$ cat config.mk
export PLATFORM = sky130hd
export DESIGN_NAME = pd_line_follow_step_rate
export DESIGN_NICKNAME = d
export VERILOG_FILES = /design/src/hdl/pdl_pkg.sv /design/src/hdl/pdl_mul.sv /design/src/hdl/pdl_div.sv /design/src/hdl/pd_line_follow_step_rate.sv
export SDC_FILE = /design/constraint.sdc
export NUM_CORES = 2
export LEC_CHECK = 0
export BUFFER_PORTS_ARGS = -buffer_cell sky130_fd_sc_hd__buf_2
export CAP_MARGIN = 20
export CELL_PAD_IN_SITES_DETAIL_PLACEMENT = 1
export CELL_PAD_IN_SITES_GLOBAL_PLACEMENT = 1
export CORE_MARGIN = 4
export CORE_UTILIZATION = 46
export CTS_BUF_LIST = sky130_fd_sc_hd__clkbuf_2
export CTS_CLUSTER_SIZE = 20
export DETAILED_ROUTE_END_ITERATION = 10
export GPL_TIMING_DRIVEN = 0
export PLACE_DENSITY_LB_ADDON = 0.1
export SYNTH_ARGS = -nofsm -noshare
export SYNTH_HDL_FRONTEND = slang
export SYNTH_SLANG_ARGS = --single-unit
$ cat constraint.sdc
create_clock -name clk -period 8 [get_ports clk]
set_clock_uncertainty 0.1 [all_clocks]
set_input_delay 1.6 -clock clk [delete_from_list [all_inputs] [get_ports clk]]
set_output_delay 1.6 -clock clk [all_outputs]
set_load 0.1 [all_outputs]
$ cat src/hdl/pdl_pkg.sv
// shared constants, widths and types for the line follower rate controller
// no dependencies; imported by pdl_mul, pdl_div and pd_line_follow_step_rate
package pdl_pkg;

  localparam int CLOCK_RATE = 2000000;
  localparam int FRAC_BITS  = 20;

  localparam int LEVEL_W  = 12;
  localparam int GAIN_W   = 20;
  localparam int ERR_W    = 13;
  localparam int DIFF_W   = 14;
  localparam int CORR_W   = 35;
  localparam int CORR_LO_W = 18;
  localparam int ACC_W    = 48;
  localparam int RAW_W    = ACC_W - FRAC_BITS;
  localparam int PERIOD_W = 16;
  localparam int HIGH_W   = 15;

  localparam int MUL_A_W = 22;
  localparam int MUL_B_W = 19;
  localparam int MUL_P_W = MUL_A_W + MUL_B_W;

  localparam int DIV_W     = $clog2(CLOCK_RATE + 1);
  localparam int DIV_STEPS = (DIV_W + 1) / 2;
  localparam int DIV_PAD   = 2 * DIV_STEPS;
  localparam int DIV_CNT_W = $clog2(DIV_STEPS);

  localparam int ADDR_W = 5;
  localparam int DATA_W = 32;

  localparam logic [2:0] REG_CENTRE_TARGET = 3'd0;
  localparam logic [2:0] REG_LEFT_TARGET   = 3'd1;
  localparam logic [2:0] REG_RIGHT_TARGET  = 3'd2;
  localparam logic [2:0] REG_PROP_GAIN     = 3'd3;
  localparam logic [2:0] REG_DERIV_GAIN    = 3'd4;
  localparam logic [2:0] REG_CRUISE_RATE   = 3'd5;
  localparam logic [2:0] REG_LOWEST_RATE   = 3'd6;
  localparam logic [2:0] REG_HIGHEST_RATE  = 3'd7;

  typedef logic [LEVEL_W-1:0] rate_t;

  typedef struct packed {
    logic  start;
    rate_t divisor;
  } div_cmd_t;

  typedef struct packed {
    logic                done;
    logic [PERIOD_W-1:0] period;
  } div_status_t;

endpackage

$ cat src/hdl/pdl_mul.sv
// shared signed multiplier with registered product
// depends on pdl_pkg for operand and product widths
module pdl_mul
  import pdl_pkg::*;
(
  input  logic                      clk,
  input  logic                      en,
  input  logic signed [MUL_A_W-1:0] a,
  input  logic signed [MUL_B_W-1:0] b,
  output logic signed [MUL_P_W-1:0] prod
);

  always_ff @(posedge clk) begin
    if (en) begin
      prod <= a * b;
    end
  end

endmodule

$ cat src/hdl/pdl_div.sv
// radix-4 restoring divider: CLOCK_RATE / rate, two quotient bits a cycle
// depends on pdl_pkg; saturates the quotient to the period width
module pdl_div
  import pdl_pkg::*;
(
  input  logic        clk,
  input  logic        rst,
  input  div_cmd_t    cmd,
  output div_status_t status
);

  logic [DIV_PAD-1:0]   num;
  logic [DIV_PAD-1:0]   quo;
  logic [LEVEL_W-1:0]   rem;
  rate_t                dv;
  logic [DIV_CNT_W-1:0] cnt;
  logic                 busy;
  logic                 done;

  logic [LEVEL_W:0]   t1, t2, d1, d2;
  logic               ge1, ge2;
  logic [LEVEL_W-1:0] r1, r2;

  always_comb begin
    t1  = {rem, num[DIV_PAD-1]};
    d1  = t1 - {1'b0, dv};
    ge1 = t1 >= {1'b0, dv};
    r1  = ge1 ? d1[LEVEL_W-1:0] : t1[LEVEL_W-1:0];
    t2  = {r1, num[DIV_PAD-2]};
    d2  = t2 - {1'b0, dv};
    ge2 = t2 >= {1'b0, dv};
    r2  = ge2 ? d2[LEVEL_W-1:0] : t2[LEVEL_W-1:0];
  end

  always_ff @(posedge clk) begin
    if (rst) begin
      busy <= 1'b0;
      done <= 1'b0;
      cnt  <= '0;
    end else begin
      done <= 1'b0;
      if (cmd.start) begin
        busy <= 1'b1;
        cnt  <= '0;
        num  <= DIV_PAD'(CLOCK_RATE);
        quo  <= '0;
        rem  <= '0;
        dv   <= cmd.divisor;
      end else if (busy) begin
        num <= {num[DIV_PAD-3:0], 2'b00};
        quo <= {quo[DIV_PAD-3:0], ge1, ge2};
        rem <= r2;
        cnt <= cnt + 1'b1;
        if (cnt == DIV_CNT_W'(DIV_STEPS - 1)) begin
          busy <= 1'b0;
          done <= 1'b1;
        end
      end
    end
  end

  // zero divisor gives all ones, which saturates as well
  assign status.done   = done;
  assign status.period = (|quo[DIV_PAD-1:PERIOD_W]) ? {PERIOD_W{1'b1}} : quo[PERIOD_W-1:0];

endmodule

$ cat src/hdl/pd_line_follow_step_rate.sv
// line follower pd controller: sequencer, shared adder, config registers
// depends on pdl_pkg, pdl_mul and pdl_div
//
// usage:
//   input channel (in_valid/in_ready) takes one transaction of three 12-bit
//   sensor levels; output channel (out_valid/out_ready) returns the left and
//   right step periods, their high times and limit_flag.
//   in_ready is high only while the sequencer is idle. one transaction
//   passes through eight arithmetic steps on a shared 22x19 multiplier and a
//   48-bit adder, one clamp step, then two divisions of 11 radix-4 steps
//   and one output step; the two divisions take most of the sequence, and
//   the next transaction is taken only once the sequencer is idle again.
//   the result sits in an output register, so the next transaction is
//   accepted while it waits; if the receiver still holds the previous
//   result when the next one is done, the sequencer waits in its last step.
//   apb registers at byte address 4*i; writes land when psel, penable and
//   pwrite are high (pready is always high). write only while idle.
//   synchronous reset returns registers to defaults, clears the stored
//   error and drops out_valid.
module pd_line_follow_step_rate
  import pdl_pkg::*;
(
  input  logic                clk,
  input  logic                rst,
  input  logic                in_valid,
  output logic                in_ready,
  input  logic [LEVEL_W-1:0]  left_level,
  input  logic [LEVEL_W-1:0]  centre_level,
  input  logic [LEVEL_W-1:0]  right_level,
  output logic                out_valid,
  input  logic                out_ready,
  output logic [PERIOD_W-1:0] left_step_period,
  output logic [HIGH_W-1:0]   left_high_time,
  output logic [PERIOD_W-1:0] right_step_period,
  output logic [HIGH_W-1:0]   right_high_time,
  output logic                limit_flag,
  input  logic                psel,
  input  logic                penable,
  input  logic                pwrite,
  input  logic [ADDR_W-1:0]   paddr,
  input  logic [DATA_W-1:0]   pwdata,
  output logic [DATA_W-1:0]   prdata,
  output logic                pready
);

  localparam logic [3:0] S_IDLE  = 4'd0;
  localparam logic [3:0] S_KP    = 4'd1;
  localparam logic [3:0] S_KD    = 4'd2;
  localparam logic [3:0] S_CORR  = 4'd3;
  localparam logic [3:0] S_XHI   = 4'd4;
  localparam logic [3:0] S_XLO   = 4'd5;
  localparam logic [3:0] S_XSUM  = 4'd6;
  localparam logic [3:0] S_RR    = 4'd7;
  localparam logic [3:0] S_LR    = 4'd8;
  localparam logic [3:0] S_CLAMP = 4'd9;
  localparam logic [3:0] S_DIVL  = 4'd10;
  localparam logic [3:0] S_DIVR  = 4'd11;
  localparam logic [3:0] S_FIN   = 4'd12;

  logic [3:0] state, state_next;

  logic [LEVEL_W-1:0] centre_target, left_edge_target, right_edge_target;
  logic [GAIN_W-1:0]  proportional_gain, derivative_gain;
  rate_t              cruise_step_rate, lowest_step_rate, highest_step_rate;

  logic signed [ERR_W-1:0]  last_error;
  logic signed [ERR_W-1:0]  err;
  logic signed [DIFF_W-1:0] diff;
  logic                     left_low, right_low;

  logic signed [ACC_W-1:0] acc;
  logic signed [RAW_W-1:0] rate_r_raw, rate_l_raw;
  rate_t                   rate_r_fin;
  logic                    flag;
  logic [PERIOD_W-1:0]     lp;

  logic signed [ERR_W-1:0] err_new;

  // shared multiplier
  logic                      mul_en;
  logic signed [MUL_A_W-1:0] mul_a;
  logic signed [MUL_B_W-1:0] mul_b;
  logic signed [MUL_P_W-1:0] prod;
  logic signed [ACC_W-1:0]   prod_ext;

  // shared adder
  logic [ACC_W-1:0] add_a, add_b, sum;
  logic             add_sub;
  logic [ACC_W-1:0] cruise_one;

  // clamp and final rate selection
  logic  clamp_l, clamp_r;
  rate_t rate_l_clamped, rate_r_clamped, lfin, rfin;

  div_cmd_t    div_cmd;
  div_status_t div_status;

  logic cfg_write;

  pdl_mul u_mul (
    .clk  (clk),
    .en   (mul_en),
    .a    (mul_a),
    .b    (mul_b),
    .prod (prod)
  );

  pdl_div u_div (
    .clk    (clk),
    .rst    (rst),
    .cmd    (div_cmd),
    .status (div_status)
  );

  // configuration port
  assign pready    = 1'b1;
  assign cfg_write = psel && penable && pwrite;

  always_ff @(posedge clk) begin
    if (rst) begin
      centre_target     <= 12'd3102;
      left_edge_target  <= 12'd3412;
      right_edge_target <= 12'd3102;
      proportional_gain <= 20'd1056;
      derivative_gain   <= 20'd85;
      cruise_step_rate  <= 12'd218;
      lowest_step_rate  <= 12'd85;
      highest_step_rate <= 12'd351;
    end else if (cfg_write) begin
      unique case (paddr[4:2])
        REG_CENTRE_TARGET: centre_target     <= pwdata[LEVEL_W-1:0];
        REG_LEFT_TARGET:   left_edge_target  <= pwdata[LEVEL_W-1:0];
        REG_RIGHT_TARGET:  right_edge_target <= pwdata[LEVEL_W-1:0];
        REG_PROP_GAIN:     proportional_gain <= pwdata[GAIN_W-1:0];
        REG_DERIV_GAIN:    derivative_gain   <= pwdata[GAIN_W-1:0];
        REG_CRUISE_RATE:   cruise_step_rate  <= pwdata[LEVEL_W-1:0];
        REG_LOWEST_RATE:   lowest_step_rate  <= pwdata[LEVEL_W-1:0];
        REG_HIGHEST_RATE:  highest_step_rate <= pwdata[LEVEL_W-1:0];
        default: ;
      endcase
    end
  end

  always_comb begin
    unique case (paddr[4:2])
      REG_CENTRE_TARGET: prdata = DATA_W'(centre_target);
      REG_LEFT_TARGET:   prdata = DATA_W'(left_edge_target);
      REG_RIGHT_TARGET:  prdata = DATA_W'(right_edge_target);
      REG_PROP_GAIN:     prdata = DATA_W'(proportional_gain);
      REG_DERIV_GAIN:    prdata = DATA_W'(derivative_gain);
      REG_CRUISE_RATE:   prdata = DATA_W'(cruise_step_rate);
      REG_LOWEST_RATE:   prdata = DATA_W'(lowest_step_rate);
      REG_HIGHEST_RATE:  prdata = DATA_W'(highest_step_rate);
      default:           prdata = '0;
    endcase
  end

  assign in_ready = (state == S_IDLE);
  assign err_new  = $signed({1'b0, centre_level}) - $signed({1'b0, centre_target});

  // multiplier operand select
  always_comb begin
    mul_en = 1'b0;
    mul_a  = '0;
    mul_b  = '0;
    unique case (state)
      S_KP: begin
        mul_en = 1'b1;
        mul_a  = $signed({2'b00, proportional_gain});
        mul_b  = MUL_B_W'(err);
      end
      S_KD: begin
        mul_en = 1'b1;
        mul_a  = $signed({2'b00, derivative_gain});
        mul_b  = MUL_B_W'(diff);
      end
      S_XHI: begin
        mul_en = 1'b1;
        mul_a  = $signed({10'd0, cruise_step_rate});
        mul_b  = {{2{acc[CORR_W-1]}}, acc[CORR_W-1:CORR_LO_W]};
      end
      S_XLO: begin
        mul_en = 1'b1;
        mul_a  = $signed({10'd0, cruise_step_rate});
        mul_b  = $signed({1'b0, acc[CORR_LO_W-1:0]});
      end
      default: ;
    endcase
  end

  assign prod_ext   = ACC_W'(prod);
  assign cruise_one = ACC_W'({cruise_step_rate, {FRAC_BITS{1'b0}}});

  // adder operand select
  always_comb begin
    add_a   = '0;
    add_b   = prod_ext;
    add_sub = 1'b0;
    unique case (state)
      S_CORR: begin
        add_a   = acc;
        add_sub = 1'b1;
      end
      S_XSUM: add_a = {acc[ACC_W-CORR_LO_W-1:0], {CORR_LO_W{1'b0}}};
      S_RR: begin
        add_a = cruise_one;
        add_b = acc;
      end
      S_LR: begin
        add_a   = cruise_one;
        add_b   = acc;
        add_sub = 1'b1;
      end
      default: ;
    endcase
    sum = add_a + (add_b ^ {ACC_W{add_sub}}) + ACC_W'(add_sub);
  end

  // clamp both rates, then apply edge overrides
  always_comb begin
    clamp_r = 1'b1;
    clamp_l = 1'b1;
    if (rate_r_raw <= $signed(RAW_W'(lowest_step_rate))) begin
      rate_r_clamped = lowest_step_rate;
    end else if (rate_r_raw >= $signed(RAW_W'(highest_step_rate))) begin
      rate_r_clamped = highest_step_rate;
    end else begin
      rate_r_clamped = rate_r_raw[LEVEL_W-1:0];
      clamp_r        = 1'b0;
    end
    if (rate_l_raw <= $signed(RAW_W'(lowest_step_rate))) begin
      rate_l_clamped = lowest_step_rate;
    end else if (rate_l_raw >= $signed(RAW_W'(highest_step_rate))) begin
      rate_l_clamped = highest_step_rate;
    end else begin
      rate_l_clamped = rate_l_raw[LEVEL_W-1:0];
      clamp_l        = 1'b0;
    end
    if (right_low) begin
      lfin = highest_step_rate;
      rfin = lowest_step_rate;
    end else if (left_low) begin
      lfin = lowest_step_rate;
      rfin = highest_step_rate;
    end else begin
      lfin = rate_l_clamped;
      rfin = rate_r_clamped;
    end
  end

  assign div_cmd.start   = (state == S_CLAMP) || (state == S_DIVL && div_status.done);
  assign div_cmd.divisor = (state == S_CLAMP) ? lfin : rate_r_fin;

  always_comb begin
    state_next = state;
    unique case (state)
      S_IDLE:  if (in_valid) state_next = S_KP;
      S_KP:    state_next = S_KD;
      S_KD:    state_next = S_CORR;
      S_CORR:  state_next = S_XHI;
      S_XHI:   state_next = S_XLO;
      S_XLO:   state_next = S_XSUM;
      S_XSUM:  state_next = S_RR;
      S_RR:    state_next = S_LR;
      S_LR:    state_next = S_CLAMP;
      S_CLAMP: state_next = S_DIVL;
      S_DIVL:  if (div_status.done) state_next = S_DIVR;
      S_DIVR:  if (div_status.done) state_next = S_FIN;
      S_FIN:   if (!out_valid || out_ready) state_next = S_IDLE;
      default: state_next = S_IDLE;
    endcase
  end

  always_ff @(posedge clk) begin
    if (rst) begin
      state      <= S_IDLE;
      last_error <= '0;
      out_valid  <= 1'b0;
    end else begin
      state <= state_next;
      if (in_valid && in_ready) begin
        last_error <= err_new;
      end
      if (state == S_FIN && (!out_valid || out_ready)) begin
        out_valid <= 1'b1;
      end else if (out_ready) begin
        out_valid <= 1'b0;
      end
    end
  end

  // datapath registers
  always_ff @(posedge clk) begin
    if (in_valid && in_ready) begin
      err       <= err_new;
      diff      <= DIFF_W'(err_new) - DIFF_W'(last_error);
      left_low  <= left_level < left_edge_target;
      right_low <= right_level < right_edge_target;
    end
    if (state == S_KD || state == S_CORR || state == S_XLO || state == S_XSUM) begin
      acc <= sum;
    end
    if (state == S_RR) begin
      rate_r_raw <= sum[ACC_W-1:FRAC_BITS];
    end
    if (state == S_LR) begin
      rate_l_raw <= sum[ACC_W-1:FRAC_BITS];
    end
    if (state == S_CLAMP) begin
      rate_r_fin <= rfin;
      flag       <= clamp_l || clamp_r || left_low || right_low;
    end
    if (state == S_DIVL && div_status.done) begin
      lp <= div_status.period;
    end
    if (state == S_FIN && (!out_valid || out_ready)) begin
      left_step_period  <= lp;
      left_high_time    <= (left_low && !right_low) ? '0 : lp[PERIOD_W-1:1];
      right_step_period <= div_status.period;
      right_high_time   <= right_low ? '0 : div_status.period[PERIOD_W-1:1];
      limit_flag        <= flag;
    end
  end

  assert property (@(posedge clk) disable iff (rst)
    in_valid && in_ready |=> !in_ready)
    else $error("sequencer took a transaction while busy");

  assert property (@(posedge clk) disable iff (rst)
    div_status.done |-> (state == S_DIVL || state == S_DIVR))
    else $error("divider finished outside a division step");

  assert property (@(posedge clk) disable iff (rst)
    out_valid |-> (left_high_time == left_step_period[PERIOD_W-1:1] || left_high_time == '0))
    else $error("left high time is neither half period nor zero");

  assert property (@(posedge clk) disable iff (rst)
    out_valid && (left_high_time == '0 || right_high_time == '0) |-> limit_flag)
    else $error("forced turn without limit flag");

  assert property (@(posedge clk) disable iff (rst)
    out_valid |-> !(left_high_time == '0 && right_high_time == '0))
    else $error("both motors stopped");

endmodule
==> summary.md <==
| Metric | Value |
|---|---|
| Outcome | `finished, violations left` |
| Failing checks | `setup timing` |
| Final Total Pwr | `approximately 10 mW` |
| Critical path buffer and inverter count | `9` |
| Placed Area | `40380 um2` |
| # setup viols final | `4` |
| Drt wl/cell | `25.22 um` |
| Most frequent cell after synthesis | `nand2_1` |
| Ports | `178` |
| Synth warnings | `0` |
| Critical-path top delay cell | `fa_1` |
| Setup WS pre-CTS | `-2.158 ns` |
| Crit path max fanout | `7` |
| Synth area leaders | `edfxtp_1, fa_1, ha_1` |
| Tmin final | `roughly 8.3 ns` |
| Post-synth top flop | `edfxtp_1` |
| Dominant cell type by area after synthesis | `edfxtp_1` |
| Final WS setup | `-0.2816 ns` |
| Power Dens Cells | `~230 nW/um2` |
| Port bufs | `137` |
| Fin crit share | `1.035` |
| P&R area growth vs syn | `15.57%` |
| Max-Cap Viols | `0` |
| Req. time, crit path | `~8.8 ns` |
| Site row count | `roughly 110` |
| Total gr overflow | `0` |
| H-tree depth | `3` |
| Hold WC Path Type | `flip-flop to flip-flop` |
| Synth Instances | `4044` |
| Final Cell Area | `43920 um2` |
| HPWL Detailed | `between 100000 and 150000 um` |
| EDFF count, synth | `319` |
| Final Hold Fails | `0` |
| Unrepaired setup endpoints after global routing | `yes` |
| Seq/Total Area, Yosys | `0.3237` |
| VDD IR-drop max | `about 0.00011 V` |
| Via density | `5.790` |
| CP endpoint kind | `flip-flop` |
| Die Ht | `295.4 um` |
| Clock-pin slew on the worst setup and hold paths | `0.12 ns` |
| Root Driver | `clkbuf_2` |
| Slew Viols, Final | `0` |
| # clock sinks | `455` |
| # DRC | `0` |
| Gpl congestion | `0.9442` |
| Vias in the first global route | `34081` |
| Vias after detailed routing | `32354` |
| Hold_buf cts | `0` |
| Pleak | `19.94 nW` |
| Syn Area/Cell | `9.396 um2` |
| Drt pass-1 iters | `6` |
| Worst slew margin | `0.2460` |
| Global-route wire length before repair | `211000 um` |
| TritonCTS clock tree | `done` |
| Starting Density | `0.4635` |
| Initial DRC Count | `2645` |
| Number of synthesized register bits | `455` |
| Crit start category | `flip-flop` |
| Ys async rst share | `0` |
| WP data arrival | `9.08 ns` |
| Synth cell count leaders | `nand2_1, inv_1, ha_1` |
| Dpl cells | `5277` |
| Largest net degree at the start of global routing | `39` |
| Post-route ant nets | `0` |
| Die ar. | `87270 um2` |
| Worst path top cell family by delay | `adder cells` |
| Synth cell types | `80` |
| WL final | `140900 um` |
| Fmax achieved | `0.1208 GHz` |
| Slowest stage delay, CP | `0.59 ns` |
| Die Width | `295.4 um` |
| Initial antenna violation count | `8` |
| Share of cells above drive strength 1 | `0.1633` |
| Fin cells | `5588` |
| Layout net count | `between 5000 and 6000` |
| Synth Cell Area | `38000 um2` |
| Top cell type's share of synthesized area | `0.2521` |
| Clock buffer depth | `3` |
| Core footprint | `81980 um2` |
| Global Route Usage Sum | `0.3220` |
| Clk_lat worst skew | `1.27 ns` |
| Worst-Margin Slew | `1.117 ns` |
| Crit Path Class | `flip-flop to flip-flop` |
| Num CTS Buffers | `between 100 and 150` |
| Cell mode on critical path | `fa_1` |
-- layout make-up --
class / instances / area [um2]
clock inverter: 28 / 168.9
timing repair buffer: 267 / 1867
fill: 9496 / 38060
clock buffer: 184 / 920.9
multi-input combinational: 2855 / 23900
tap: 1070 / 1339
sequential: 455 / 12310
antenna: 5 / 12.51
buffer: 173 / 1330
inverter: 551 / 2068
-- registers in the layout, indices dropped and copies added, names as in the netlist, 20 cells and up --
signal             count
u_mul.prod            40
proportional_gain     20
u_div.quo             22
acc                   48
rate_l_raw            28
rate_r_raw            28
derivative_gain       20
-- placed cells by master, fill, tap and decap left out, drive strengths merged, types with 7 or more instances in the layout --
cell and n:
a211oi 15, a21boi 9, a21o 75, a21oi 240
a221oi 13, a222oi 12, a22o 37, a22oi 42
a31oi 32, and2 55, and3 44, buf 298
clkbuf 326, clkinv 24, conb 13, dfxtp 136
edfxtp 319, fa 310, ha 331, inv 553
mux2i 68, nand2 587, nand2b 27, nand3 59
nand4 28, nor2 279, nor2b 47, nor3 45
nor4 15, o211ai 33, o21a 19, o21ai 93
o21bai 27, o22a 7, o22ai 34, or2 22
or3 8, xnor2 71, xor2 90
-- where the power goes --
part           switching [mW]  internal [mW]
clock                    1.05          0.673
combinational            3.20           1.85
sequential              0.308           3.09
-- logic make-up (layout without fill, tap and decap cells) --
kind of cell	after synthesis	count (layout)	synth area share
simple gates	1231	1231	0.1430
mux	72	72	0.01969
other cells	2	18	0.0001976
fa+ha+maj	641	641	0.2723
xor+xnor	161	161	0.03711
flops	455	455	0.3237
compound gates	737	737	0.1287
buf+inv	745	1203	0.07527
-- worst reg2reg max path, delay by kind of cell (launching register included) --
family                   cells  cell delay (ns)
AO/OA/AOI/OAI                8             1.68
XOR/XNOR                     1             0.14
adder cells (fa/ha/maj)      8             3.85
buffers and inverters        9             1.06
flip-flops                   1             0.41
AND/OR/NAND/NOR              5             0.76
-- repair_timing --
| action | CTS | global route |
|---|---|---|
| pin swaps | 76 | 39 |
| endpoints found under the setup margin | 29 | 16 |
| gates resized for setup | 302 | 61 |
| gates cloned | 3 | 0 |
| setup buffers | 99 | 13 |
-- through the flow --
step / setup TNS, ns / hold WS [ns] / utilization
floorplan: 0 / 0.3003 / -
global placement: -184.58 / 0.3045 / 0.4896
detailed placement: -37.09 / 0.3063 / 0.4925
CTS: -0.2144 / 0.2959 / 0.5321
global route: -2.199 / 0.3238 / 0.5357
finish: -0.4883 / 0.2968 / 0.5357
-- final timing paths --
path	start	endpoint	slack (ns)	cells past startpoint
worst max-delay path	state[2]	u_mul.prod[38]	-0.28	31
worst min-delay path	lp[0]	left_step_period[0]	0.30	0
worst max register to register	state[2]	u_mul.prod[38]	-0.28	31
worst min register to register	lp[0]	left_step_period[0]	0.30	0
-- layer usage --
metal | GRT usage | vias to the layer above | share of wire
met3 | 0.05319 | 370 | 0.068
li1 | - | 14419 | -
met2 | 0.5364 | 1257 | 0.47
met1 | 0.4171 | 16298 | 0.41
met4 | 0.1395 | 10 | 0.050
met5 | 0 | - | 0.00049
(Power assumes the default switching activity.)
